**src/design/i2cme_pkg.sv**
```systemverilog
// ----------------------------------------------------------------------------
// i2cme_pkg
// shared types, command codes and constants of the i2c master byte engine
// ----------------------------------------------------------------------------
package i2cme_pkg;

    // command codes carried by a tick
    localparam logic [2:0] CMD_NONE    = 3'd0;
    localparam logic [2:0] CMD_START   = 3'd1;
    localparam logic [2:0] CMD_STOP    = 3'd2;
    localparam logic [2:0] CMD_WRITE   = 3'd3;
    localparam logic [2:0] CMD_READ    = 3'd4;
    localparam logic [2:0] CMD_RECOVER = 3'd5;

    // configuration register indexes
    localparam logic CFG_HALF_PERIOD = 1'b0;
    localparam logic CFG_ACK_TIMEOUT = 1'b1;

    localparam logic [15:0] HALF_PERIOD_RST = 16'd267;
    localparam logic [7:0]  ACK_TIMEOUT_RST = 8'd250;
    localparam int          RECOVERY_PULSES_DEF = 9;

    typedef enum logic [4:0] {
        PH_IDLE    = 5'd0,
        PH_ST_A    = 5'd1,
        PH_ST_B    = 5'd2,
        PH_ST_C    = 5'd3,
        PH_SP_A    = 5'd4,
        PH_SP_B    = 5'd5,
        PH_SP_C    = 5'd6,
        PH_WR_D    = 5'd7,
        PH_WR_H    = 5'd8,
        PH_WR_L    = 5'd9,
        PH_AK_REL  = 5'd10,
        PH_AK_RISE = 5'd11,
        PH_AK_POLL = 5'd12,
        PH_AK_END  = 5'd13,
        PH_RD_L    = 5'd14,
        PH_RD_H    = 5'd15,
        PH_RA_A    = 5'd16,
        PH_RA_B    = 5'd17,
        PH_RA_C    = 5'd18,
        PH_RC_H    = 5'd19,
        PH_RC_L    = 5'd20,
        PH_FIN     = 5'd21
    } t_phase;

    // sequencer state carried from tick to tick
    typedef struct packed {
        t_phase      phase;
        logic [3:0]  bit_cnt;
        logic [15:0] wait_cnt;
        logic [7:0]  tmo_cnt;
        logic [7:0]  shift;
        logic        ack_choice;
        logic        err;
        logic [7:0]  rx;
        logic        scl;
        logic        sda;
        logic        drv;
    } t_state;

    // one tick as held in the input register
    typedef struct packed {
        logic [2:0] cmd;
        logic [7:0] tx_byte;
        logic       master_ack;
        logic       sda_sample;
    } t_tick;

endpackage

```
**src/design/i2cme_step.sv**
```systemverilog
// ----------------------------------------------------------------------------
// i2cme_step
// next-state logic of the bus sequencer for one tick
// ----------------------------------------------------------------------------
module i2cme_step #(
    parameter int RECOVERY_PULSES = i2cme_pkg::RECOVERY_PULSES_DEF
) (
    input  i2cme_pkg::t_state i_state,
    input  i2cme_pkg::t_tick  i_tick,
    input  logic [15:0]       i_half_period,
    input  logic [7:0]        i_ack_timeout,
    output i2cme_pkg::t_state o_state,
    output logic              o_done
);
    import i2cme_pkg::*;

    localparam logic [3:0] PULSES = 4'(RECOVERY_PULSES);

    t_state     b;
    t_state     n;
    logic       take;
    logic       do_act;
    logic [3:0] cnt_inc;
    logic [7:0] rd_shift;

    always_comb begin
        b      = i_state;
        take   = 1'b0;
        o_done = 1'b0;

        // command decode when idle
        if (i_state.phase == PH_IDLE) begin
            b.bit_cnt = '0;
            take      = 1'b1;
            case (i_tick.cmd)
                CMD_START:   b.phase = PH_ST_A;
                CMD_STOP:    b.phase = PH_SP_A;
                CMD_WRITE: begin
                    b.shift = i_tick.tx_byte;
                    b.err   = 1'b0;
                    b.phase = PH_WR_D;
                end
                CMD_READ: begin
                    b.shift      = '0;
                    b.ack_choice = i_tick.master_ack;
                    b.phase      = PH_RD_L;
                end
                CMD_RECOVER: b.phase = PH_RC_H;
                default:     take = 1'b0;
            endcase
            do_act = take;
        end else begin
            do_act = (i_state.wait_cnt == '0);
        end

        cnt_inc  = b.bit_cnt + 4'd1;
        rd_shift = {b.shift[6:0], i_tick.sda_sample};
        n        = b;

        if (i_state.phase != PH_IDLE && !do_act) begin
            n.wait_cnt = b.wait_cnt - 16'd1;
        end else if (do_act) begin
            n.wait_cnt = i_half_period;
            case (b.phase)
                PH_ST_A: begin
                    n.drv = 1'b1; n.sda = 1'b1; n.scl = 1'b1; n.phase = PH_ST_B;
                end
                PH_ST_B: begin n.sda = 1'b0; n.phase = PH_ST_C; end
                PH_ST_C: begin n.scl = 1'b0; n.phase = PH_FIN; end
                PH_SP_A: begin
                    n.drv = 1'b1; n.scl = 1'b0; n.sda = 1'b0; n.phase = PH_SP_B;
                end
                PH_SP_B: begin n.scl = 1'b1; n.phase = PH_SP_C; end
                PH_SP_C: begin n.sda = 1'b1; n.phase = PH_FIN; end
                PH_WR_D: begin
                    n.drv   = 1'b1;
                    n.scl   = 1'b0;
                    n.sda   = b.shift[7];
                    n.shift = {b.shift[6:0], 1'b0};
                    n.phase = PH_WR_H;
                end
                PH_WR_H: begin n.scl = 1'b1; n.phase = PH_WR_L; end
                PH_WR_L: begin
                    n.scl     = 1'b0;
                    n.bit_cnt = cnt_inc;
                    n.phase   = (cnt_inc >= 4'd8) ? PH_AK_REL : PH_WR_D;
                end
                PH_AK_REL: begin n.drv = 1'b0; n.sda = 1'b1; n.phase = PH_AK_RISE; end
                PH_AK_RISE: begin
                    n.scl = 1'b1; n.tmo_cnt = '0; n.phase = PH_AK_POLL;
                end
                PH_AK_POLL: begin
                    if (!i_tick.sda_sample) begin
                        n.scl   = 1'b0;
                        n.err   = 1'b0;
                        n.phase = PH_AK_END;
                    end else if (b.tmo_cnt >= i_ack_timeout) begin
                        // no ack in time: flag and run the stop's first step now
                        n.err   = 1'b1;
                        n.drv   = 1'b1;
                        n.scl   = 1'b0;
                        n.sda   = 1'b0;
                        n.phase = PH_SP_B;
                    end else begin
                        n.tmo_cnt  = b.tmo_cnt + 8'd1;
                        n.wait_cnt = '0;
                    end
                end
                PH_AK_END: begin
                    n.drv      = 1'b1;
                    n.phase    = PH_IDLE;
                    n.wait_cnt = '0;
                    o_done     = 1'b1;
                end
                PH_RD_L: begin
                    n.drv = 1'b0; n.sda = 1'b1; n.scl = 1'b0; n.phase = PH_RD_H;
                end
                PH_RD_H: begin
                    n.scl     = 1'b1;
                    n.shift   = rd_shift;
                    n.bit_cnt = cnt_inc;
                    if (cnt_inc >= 4'd8) begin
                        n.rx    = rd_shift;
                        n.phase = PH_RA_A;
                    end else begin
                        n.phase = PH_RD_L;
                    end
                end
                PH_RA_A: begin
                    n.drv   = 1'b1;
                    n.scl   = 1'b0;
                    n.sda   = ~b.ack_choice;
                    n.phase = PH_RA_B;
                end
                PH_RA_B: begin n.scl = 1'b1; n.phase = PH_RA_C; end
                PH_RA_C: begin n.scl = 1'b0; n.phase = PH_FIN; end
                PH_RC_H: begin
                    n.drv = 1'b0; n.sda = 1'b1; n.scl = 1'b1; n.phase = PH_RC_L;
                end
                PH_RC_L: begin
                    n.scl     = 1'b0;
                    n.bit_cnt = cnt_inc;
                    n.phase   = (cnt_inc >= PULSES) ? PH_SP_A : PH_RC_H;
                end
                default: begin
                    n.phase    = PH_IDLE;
                    n.wait_cnt = '0;
                    o_done     = 1'b1;
                end
            endcase
        end

        o_state = n;
    end

endmodule

```
**src/design/i2c_master_byte_engine_core.sv**
```systemverilog
// ----------------------------------------------------------------------------
// i2c_master_byte_engine_core
// i2c master primitive engine: start, stop, byte write, byte read, recovery
// ----------------------------------------------------------------------------
//
//  channel   handshake                      payload
//  -------   ----------------------------   ---------------------------------
//  tick in   i_in_valid  / o_in_ready       i_cmd i_tx_byte i_master_ack
//                                           i_sda_sample
//  result    o_out_valid / i_out_ready      o_scl_level o_sda_level
//                                           o_sda_drive o_busy_res o_done_res
//                                           o_rx_byte o_ack_error
//  config    i_cfg_we (no handshake)        i_cfg_idx i_cfg_data
//
//  - one tick is taken per cycle unless the result stalls; each tick yields one
//    result (input register, then sequencer update into the result register)
//  - the sequencer state advances only when the held tick moves into the
//    result register, so a stalled result stalls ticks behind it
//  - with the result register free, o_in_ready stays high every cycle
//  - i_rst_n is synchronous, active low; it returns the bus to scl high,
//    sda driven high, and the registers to 267 and 250
//
module i2c_master_byte_engine_core #(
    parameter int RECOVERY_PULSES = i2cme_pkg::RECOVERY_PULSES_DEF
) (
    input  logic        i_clk,
    input  logic        i_rst_n,
    // tick input
    input  logic        i_in_valid,
    output logic        o_in_ready,
    input  logic [2:0]  i_cmd,
    input  logic [7:0]  i_tx_byte,
    input  logic        i_master_ack,
    input  logic        i_sda_sample,
    // result output
    output logic        o_out_valid,
    input  logic        i_out_ready,
    output logic        o_scl_level,
    output logic        o_sda_level,
    output logic        o_sda_drive,
    output logic        o_busy_res,
    output logic        o_done_res,
    output logic [7:0]  o_rx_byte,
    output logic        o_ack_error,
    // configuration writes
    input  logic        i_cfg_we,
    input  logic        i_cfg_idx,
    input  logic [15:0] i_cfg_data
);
    import i2cme_pkg::*;

    // configuration registers
    logic [15:0] r_half_period;
    logic [7:0]  r_ack_timeout;

    // input register
    logic        r_in_vld;
    t_tick       r_tick;

    // sequencer state and result register
    t_state      r_st;
    t_state      n_st;
    logic        n_done;
    logic        r_out_vld;
    logic        r_done;

    logic        adv;

    // the held tick moves on when the result register is free or draining
    assign adv        = r_in_vld && (!r_out_vld || i_out_ready);
    assign o_in_ready = !r_in_vld || adv;

    always_ff @(posedge i_clk) begin
        if (!i_rst_n) begin
            r_half_period <= HALF_PERIOD_RST;
            r_ack_timeout <= ACK_TIMEOUT_RST;
        end else if (i_cfg_we) begin
            case (i_cfg_idx)
                CFG_HALF_PERIOD: r_half_period <= i_cfg_data;
                CFG_ACK_TIMEOUT: r_ack_timeout <= i_cfg_data[7:0];
                default:         ;
            endcase
        end
    end

    // input register
    always_ff @(posedge i_clk) begin
        if (!i_rst_n) begin
            r_in_vld <= 1'b0;
        end else if (o_in_ready) begin
            r_in_vld <= i_in_valid;
        end
    end

    always_ff @(posedge i_clk) begin
        if (i_in_valid && o_in_ready) begin
            r_tick <= '{cmd: i_cmd, tx_byte: i_tx_byte,
                        master_ack: i_master_ack, sda_sample: i_sda_sample};
        end
    end

    i2cme_step #(
        .RECOVERY_PULSES (RECOVERY_PULSES)
    ) u_step (
        .i_state       (r_st),
        .i_tick        (r_tick),
        .i_half_period (r_half_period),
        .i_ack_timeout (r_ack_timeout),
        .o_state       (n_st),
        .o_done        (n_done)
    );

    // sequencer state, idle bus: scl high, sda driven high
    always_ff @(posedge i_clk) begin
        if (!i_rst_n) begin
            r_st <= '{phase: PH_IDLE, bit_cnt: '0, wait_cnt: '0, tmo_cnt: '0,
                      shift: '0, ack_choice: 1'b0, err: 1'b0, rx: '0,
                      scl: 1'b1, sda: 1'b1, drv: 1'b1};
        end else if (adv) begin
            r_st <= n_st;
        end
    end

    // result valid and done flag; the other pin and status fields read straight from the state
    always_ff @(posedge i_clk) begin
        if (!i_rst_n) begin
            r_out_vld <= 1'b0;
            r_done    <= 1'b0;
        end else if (adv) begin
            r_out_vld <= 1'b1;
            r_done    <= n_done;
        end else if (i_out_ready) begin
            r_out_vld <= 1'b0;
        end
    end

    assign o_out_valid = r_out_vld;
    assign o_scl_level = r_st.scl;
    assign o_sda_level = r_st.sda;
    assign o_sda_drive = r_st.drv;
    assign o_busy_res  = (r_st.phase != PH_IDLE);
    assign o_done_res  = r_done;
    assign o_rx_byte   = r_st.rx;
    assign o_ack_error = r_st.err;

`ifndef SYNTHESIS
    // a finishing tick always leaves the engine idle
    a_done_idle: assert property (@(posedge i_clk) disable iff (!i_rst_n)
        r_out_vld && r_done |-> r_st.phase == PH_IDLE)
        else $error("done reported while a primitive is still running");

    // idle never keeps a leftover hold count
    a_idle_wait: assert property (@(posedge i_clk) disable iff (!i_rst_n)
        r_st.phase == PH_IDLE |-> r_st.wait_cnt == '0)
        else $error("idle with nonzero hold count");

    // a released sda always reads back high
    a_release_high: assert property (@(posedge i_clk) disable iff (!i_rst_n)
        !r_st.drv |-> r_st.sda)
        else $error("sda released with a low output level");

    // an ack timeout goes straight into the stop sequence
    a_err_stop: assert property (@(posedge i_clk) disable iff (!i_rst_n)
        $rose(r_st.err) |-> r_st.phase == PH_SP_B && !r_st.scl && !r_st.sda)
        else $error("ack error raised outside the timeout stop");

    // a tick moved on always shows up as a result
    a_adv_result: assert property (@(posedge i_clk) disable iff (!i_rst_n)
        adv |=> r_out_vld)
        else $error("tick advanced without a result");
`endif

endmodule
```
**config.mk**
```make
export PLATFORM = sky130hd
export DESIGN_NAME = i2c_master_byte_engine_core
export DESIGN_NICKNAME = d
export VERILOG_FILES = /design/src/design/i2cme_pkg.sv /design/src/design/i2cme_step.sv /design/src/design/i2c_master_byte_engine_core.sv
export SDC_FILE = /design/constraint.sdc
export NUM_CORES = 1
export LEC_CHECK = 0
export CAP_MARGIN = 40
export CORE_UTILIZATION = 30
export DETAILED_ROUTE_END_ITERATION = 10
export DONT_BUFFER_PORTS = 1
export GPL_TIMING_DRIVEN = 0
export REMOVE_ABC_BUFFERS = 1
export SYNTH_ARGS = -nofsm -noshare
export SYNTH_HDL_FRONTEND = slang
export SYNTH_HIERARCHICAL = 1
export SYNTH_SLANG_ARGS = --single-unit
export TNS_END_PERCENT = 50
```
**constraint.sdc**
```tcl
create_clock -name i_clk -period 4 [get_ports i_clk]
set_input_delay 0.4 -clock i_clk [delete_from_list [all_inputs] [get_ports i_clk]]
set_output_delay 0.4 -clock i_clk [all_outputs]
set_load 0.02 [all_outputs]
```
Word-level counts from Yosys, hierarchy flattened. Cells that the tools add are included.

Output and inout bits: 16. Input port bits: 35. Logic and storage cells: 136. Bits in registers: 94.

Bitwise logic cells: 3. Order comparisons: 3. Add/sub/neg operators: 3. Multiplexer cells: 42. Reduce and logical (&&, ||, !) cells: 36. Equality and inequality tests: 29.

Operators with widths (number): $pmux 5 s17 (1); $mux 24 (2); $pmux 8 s2 (3); $mux 41 (1); $eq 5x4->1 const B (8); $pmux 16 s2 (1); $eq 5x5->1 const B (5); $pmux 5 s5 (1); $mux 12 (2); $mux 8 (3); $eq 5x3->1 const B (4); $mux 5 (4); $reduce_or 19->1 (1); $mux 9 (2); $reduce_and 6->1 (3); $reduce_or 18->1 (1); $logic_not 16->1 (1); $mux 16 (1); $sub 16x1->16 const B (1); $reduce_or 5->1 (3); $mux 1 (13); $eq 5x2->1 const B (2); $mux 10 (1); $reduce_and 5->1 (2); 29 further kinds (50).

Longest topological paths before layout.
Word-level depth: 9. Mapped depth: 14. Depth with buffers taken out: 13.

Hierarchy. Netlist, hierarchy kept.

Modules (own cells, without submodules): i2c_master_byte_engine_core (cells each 380, times used 1, area each 3682.3 µm², sequential area each 2011.9 µm²); i2cme_step (cells each 433, times used 1, area each 2711.4 µm², sequential area each 0.0 µm²).

Least setup slack after synthesis. OpenSTA, ideal clock, no wires.

Path type: register -> register. Start point: reg r_st[29] in the netlist's numbering. End point: reg r_st, in the netlist o_sda_level. Setup slack: 1.145 ns. Stages on the path, launching flop included: 15. Buffers on the path: 4. Arrival: 2.750 ns. Setup time: 0.106 ns. Required time: 3.894 ns. Clock period less this slack: 2.855 ns. Cell sequence: dfxtp_1 > inv_1 > ha_1 > or3b_1 > buf_2 > or3_1 > buf_6 > o21a_4 > nor2_8 > buf_2 > buf_2 > o31ai_1 > nand3_1 > inv_1 > o311ai_0.

Word-level cells in the longest chain between the ends: 6.

RTL lines: start: declaration (line i2c_master_byte_engine_core.sv:61) `t_state r_st;`; start signal: assignment (line i2c_master_byte_engine_core.sv:116) `r_st <= '{phase: PH_IDLE, bit_cnt: '0, wait_cnt: '0, tmo_cnt: '0,`; start signal: assignment (line i2c_master_byte_engine_core.sv:120) `r_st <= n_st;`; $logic_not 16->1 * (line i2cme_step.sv:53) `do_act = (i_state.wait_cnt == '0);`; $mux 1 * (line i2cme_step.sv:32) `if (i_state.phase == PH_IDLE) begin`; $logic_not 1->1 (line i2cme_step.sv:60) `if (i_state.phase != PH_IDLE && !do_act) begin`; $logic_and 1x1->1 (line i2cme_step.sv:60); $not 1->1 (no source line); $reduce_and 6->1 (no source line) *.

Every way passes the cells marked *; elsewhere a longest branch is shown, timed or not. A chain may end at the register's enable or synchronous reset.

==> Flow_metrics.wiki <==
{| class="wikitable"
! Metric !! Value
|-
| Count of max-cap constraint violations || 0
|-
| Fin crit share || 0.9344
|-
| Number of cell instances on the worst register-to-register path || 9
|-
| Cell repeated most along the worst path || sky130_fd_sc_hd__nor2_2
|-
| Time the final worst path needs with I/O delays and setup || 3.738 ns
|-
| Post-CTS Hold Buffers || 0
|-
| Row count || 53
|-
| Worst hold margin || 0.1317 ns
|-
| Number of flops mapped to enable cells by yosys || 13
|-
| Post-Route WL || 16000 um
|-
| Arrival time of the worst setup path || 4.02 ns
|-
| I/O Buffers || 0
|-
| Slowest cell delay on critical path || 0.70 ns
|-
| Insertion delay of the later-clocked pin in the worst-skew pair || 0.36 ns
|-
| Worst-case clock skew || 0.01101 ns
|-
| Clk buf depth || 2
|-
| Number of cells produced by synthesis || 813
|-
| Avg Vias per Cell || 5.353
|-
| Kind of start point of the critical path || flip-flop
|-
| Class of the worst hold path || in -> reg
|-
| PostCTS Resize Cnt || 0
|-
| DIE AREA || 0.02190 mm^2
|-
| Antenna diode count || 0
|-
| Num CTS Buffers || 9
|-
| Final max-slew violation count || 0
|-
| Clock tree from TritonCTS || done
|-
| Via count || 5626
|-
| Start-to-end type of the worst setup path || reg -> reg
|-
| Cell depth of the worst min-delay path || 0
|-
| Final hold vios || 0
|-
| Share of the synthesized area in the top cell type || 0.2536
|-
| Count of yosys warnings during synthesis || 6
|-
| Fraction of layout instances using a drive strength above 1 || 0.08247
|-
| Starting density of the core || 0.3051
|-
| Die height || 148.0 um
|-
| Setup fix buffers added after clock tree synthesis || 0
|-
| Final weighted congestion in routability-driven placement || 0.8558
|-
| Total power per unit cell area || 401.8 mW/mm^2
|-
| Crit end category || flip-flop
|-
| Clock Pin Slew Worst Setup and Hold Paths || 0.07 ns
|-
| GR Util All Layers || 0.1489
|-
| Register bit total from synthesis || 94
|-
| Leading post-synthesis cells by cell area || sky130_fd_sc_hd__dfxtp_1 25%, sky130_fd_sc_hd__nand2_1 12%, sky130_fd_sc_hd__mux2i_1 8.3%, sky130_fd_sc_hd__edfxtp_1 6.1%, sky130_fd_sc_hd__ha_1 2.9%
|-
| Antenna violations before repair || 0
|-
| Standard cell core area || 0.02096 mm^2
|-
| Number of filler cells placed in the layout || 2260
|-
| Reg2Reg Launch Point || r_tick[12]
|-
| Endpoint with the worst hold slack || r_tick[5]
|-
| Post-synthesis instance area || 0.006394 mm^2
|-
| Routed length per placed instance || 15.23 um
|-
| Share of flip-flops with an asynchronous set or reset after synthesis || 0
|-
| Hold Crit Start || i_tx_byte[3]
|-
| Distinct cell type count of the synthesized netlist || 82
|-
| Remaining global-route overflow || 0
|-
| Count of unresolved DRC violations after routing || 0
|-
| Maximum VDD drop || 0.0002129 V
|-
| Die boundary width || 148.0 um
|-
| Total of endpoints with negative setup slack in the final report || 0
|-
| Crit path max-delay cell type || sky130_fd_sc_hd__edfxtp_1
|-
| Setup TNS || 0 ns
|-
| Unrepaired setup endpoints after global routing || no
|-
| M2 GR Usage || 0.2469
|-
| Met1 usage || 0.1921
|-
| Final setup slack of the worst path || 0.2623 ns
|-
| Post-layout instance area || 0.006731 mm^2
|-
| Tightest slew margin relative to the limit || 0.3803
|-
| Average cell area after synthesis || 7.864 um^2
|-
| Wire length of the first global-routing pass || 26340 um
|-
| Cell leakage power || 2.511 nW
|-
| Required @ worst endpoint || 4.29 ns
|-
| Count of buffering cells on the critical path with inverters included || 0
|-
| Met3 track demand over resource in global routing || 0.02377
|-
| Maximum operating frequency || 267.5 MHz
|-
| Total number of H-tree levels || 3
|-
| Final layout net count || 821
|-
| Placed Area || 0.006442 mm^2
|-
| Root Buffer || sky130_fd_sc_hd__clkbuf_16
|-
| Largest net degree at the start of global routing || 134
|-
| Largest area contributor in the netlist || sky130_fd_sc_hd__dfxtp_1
|-
| Number of DRC markers in iteration 0 || 455
|-
| Crit-path leading delay family || simple AND/OR/NAND/NOR gates
|-
| Half-perimeter wire length after detailed placement || 10910 um
|-
| Result of the run || completed
|-
| 1st-pass router iterations || 5
|-
| Via count of the first global-routing pass || 5170
|-
| Share of synthesized area occupied by flip-flops and latches || 0.3147
|-
| Cell chain of the critical path || or3b_1 -> a32oi_1 -> a21boi_2 -> nand3_2 -> nor2_2 -> nor2_2 -> o221ai_1 -> nand2_1 -> mux2i_1
|-
| Area Growth Syn to Fin || 5.284%
|-
| Worst r2r dst || r_st[30]
|-
| Slew at the pin closest to its max-slew limit || 0.9296 ns
|-
| Ports || 51
|-
| Post-route ant nets || 0
|-
| Slack of the worst reg-to-reg path || 0.26 ns
|-
| Num Clock Sinks || 94
|-
| Top Usage Layer GRT || met2
|-
| Worst Setup Slack post-DPL || 0.1730 ns
|-
| Largest fanout on the critical path || 16
|-
| Main synth FF type || sky130_fd_sc_hd__dfxtp_1
|}
## worst max path at each step
stage                     startpoint        to  slack (ns)  cells after the start
after global routing      r_tick[12]  r_st[30]        0.05                      9
after floorplan           r_tick[12]  r_st[24]        0.67                     10
after global placement    r_tick[12]  r_st[30]       -0.52                     10
after CTS                 r_tick[12]  r_st[30]        0.15                     10
final                     r_tick[12]  r_st[30]        0.26                      9
after detailed placement  r_tick[12]  r_st[30]        0.17                     10
## layout by cell type, fill, tap and decap left out, types with 13 or more instances in the layout
cell type | netlist | final
sky130_fd_sc_hd__o21ai_0 | 35 | 35
sky130_fd_sc_hd__ha_1 | 15 | 15
sky130_fd_sc_hd__nand3_1 | 32 | 32
sky130_fd_sc_hd__nand2_1 | 209 | 209
sky130_fd_sc_hd__a21oi_1 | 33 | 33
sky130_fd_sc_hd__dfxtp_1 | 81 | 81
sky130_fd_sc_hd__mux2i_1 | 53 | 53
sky130_fd_sc_hd__mux2_2 | 14 | 14
sky130_fd_sc_hd__inv_1 | 27 | 27
sky130_fd_sc_hd__nor2_1 | 27 | 27
sky130_fd_sc_hd__edfxtp_1 | 13 | 13
sky130_fd_sc_hd__o22ai_1 | 17 | 17
sky130_fd_sc_hd__nor3_1 | 18 | 18
## layer usage
layer | part of all wire | vias up
li1 | - | 2819
met1 | 0.46 | 2645
met4 | 0.021 | 0
met5 | 0 | -
met3 | 0.047 | 18
met2 | 0.47 | 144
## sequential cells by signal, summed over array words and instances (netlist names)
signal / cells
r_tick: 13
o_scl_level: 1
o_sda_drive: 1
o_done_res: 1
r_half_period: 16
r_in_vld: 1
r_ack_timeout: 8
o_rx_byte: 8
o_sda_level: 1
r_st: 42
o_ack_error: 1
o_out_valid: 1
## layout make-up
class	instances	area (um^2)	area share
Timing Repair Buffer	9	96.34	0.01431
Tap cell	275	344.1	0.05112
Clock buffer	11	242.7	0.03606
Multi-Input combinational cell	629	3890	0.5779
Sequential cell	94	2012	0.2989
Inverter	28	105.1	0.01561
Clock inverter	5	41.29	0.006134
## worst reg2reg max path: stages, from the launching register on
cell and delay [ns]:
sky130_fd_sc_hd__edfxtp_1 0.70, sky130_fd_sc_hd__or3b_1 0.49, sky130_fd_sc_hd__a32oi_1 0.28, sky130_fd_sc_hd__a21boi_2 0.67, sky130_fd_sc_hd__nand3_2 0.35, sky130_fd_sc_hd__nor2_2 0.54
sky130_fd_sc_hd__nor2_2 0.24, sky130_fd_sc_hd__o221ai_1 0.22, sky130_fd_sc_hd__nand2_1 0.07, sky130_fd_sc_hd__mux2i_1 0.12
## report_power, final
group          total (mW)  leakage [nW]  switching, mW  internal, mW
Clock               0.841         0.135          0.395         0.446
Combinational       0.807          1.59          0.519         0.288
Sequential           1.06         0.786         0.0543          1.00
## synthesized netlist by cell type (5+ instances only)
library cell	number
sky130_fd_sc_hd__mux2i_1	53
sky130_fd_sc_hd__dfxtp_1	81
sky130_fd_sc_hd__and2_1	7
sky130_fd_sc_hd__or3_1	7
sky130_fd_sc_hd__o211ai_1	11
sky130_fd_sc_hd__o221ai_1	5
sky130_fd_sc_hd__a21boi_0	9
sky130_fd_sc_hd__o22ai_1	17
sky130_fd_sc_hd__a31oi_1	8
sky130_fd_sc_hd__a21boi_1	7
sky130_fd_sc_hd__inv_1	27
sky130_fd_sc_hd__o21ai_1	9
sky130_fd_sc_hd__buf_4	12
sky130_fd_sc_hd__buf_2	17
sky130_fd_sc_hd__buf_12	5
sky130_fd_sc_hd__clkbuf_1	22
sky130_fd_sc_hd__a32oi_1	6
sky130_fd_sc_hd__ha_1	15
sky130_fd_sc_hd__nor3_1	18
sky130_fd_sc_hd__nand2_1	209
sky130_fd_sc_hd__a21oi_1	33
sky130_fd_sc_hd__a22oi_1	7
sky130_fd_sc_hd__nor2_1	27
sky130_fd_sc_hd__a21o_1	5
sky130_fd_sc_hd__nor4_1	5
sky130_fd_sc_hd__o21ai_0	35
sky130_fd_sc_hd__mux2_2	14
sky130_fd_sc_hd__nand3_1	32
sky130_fd_sc_hd__edfxtp_1	13
## stage by stage
step / utilization / cells / power [mW]
2_1_floorplan: - / 751 / 1.657
3_3_place_gp: 0.3022 / 1026 / 1.837
3_5_place_dp: 0.3074 / 1035 / 1.869
4_1_cts: 0.3210 / 1051 / 2.717
5_1_grt: 0.3212 / 1051 / 2.850
6_report: 0.3212 / 1051 / 2.705
## kinds of logic after synthesis
logic type	synth area share
and+or+nand+nor	0.2485
AOI/OAI and AO/OA	0.2088
DFF	0.3147
buffers and inverters	0.07984
muxes	0.1076
adders and majority gates	0.03092
xor gates and xnor gates	0.009589
Power figures use the tool's default switching activity.
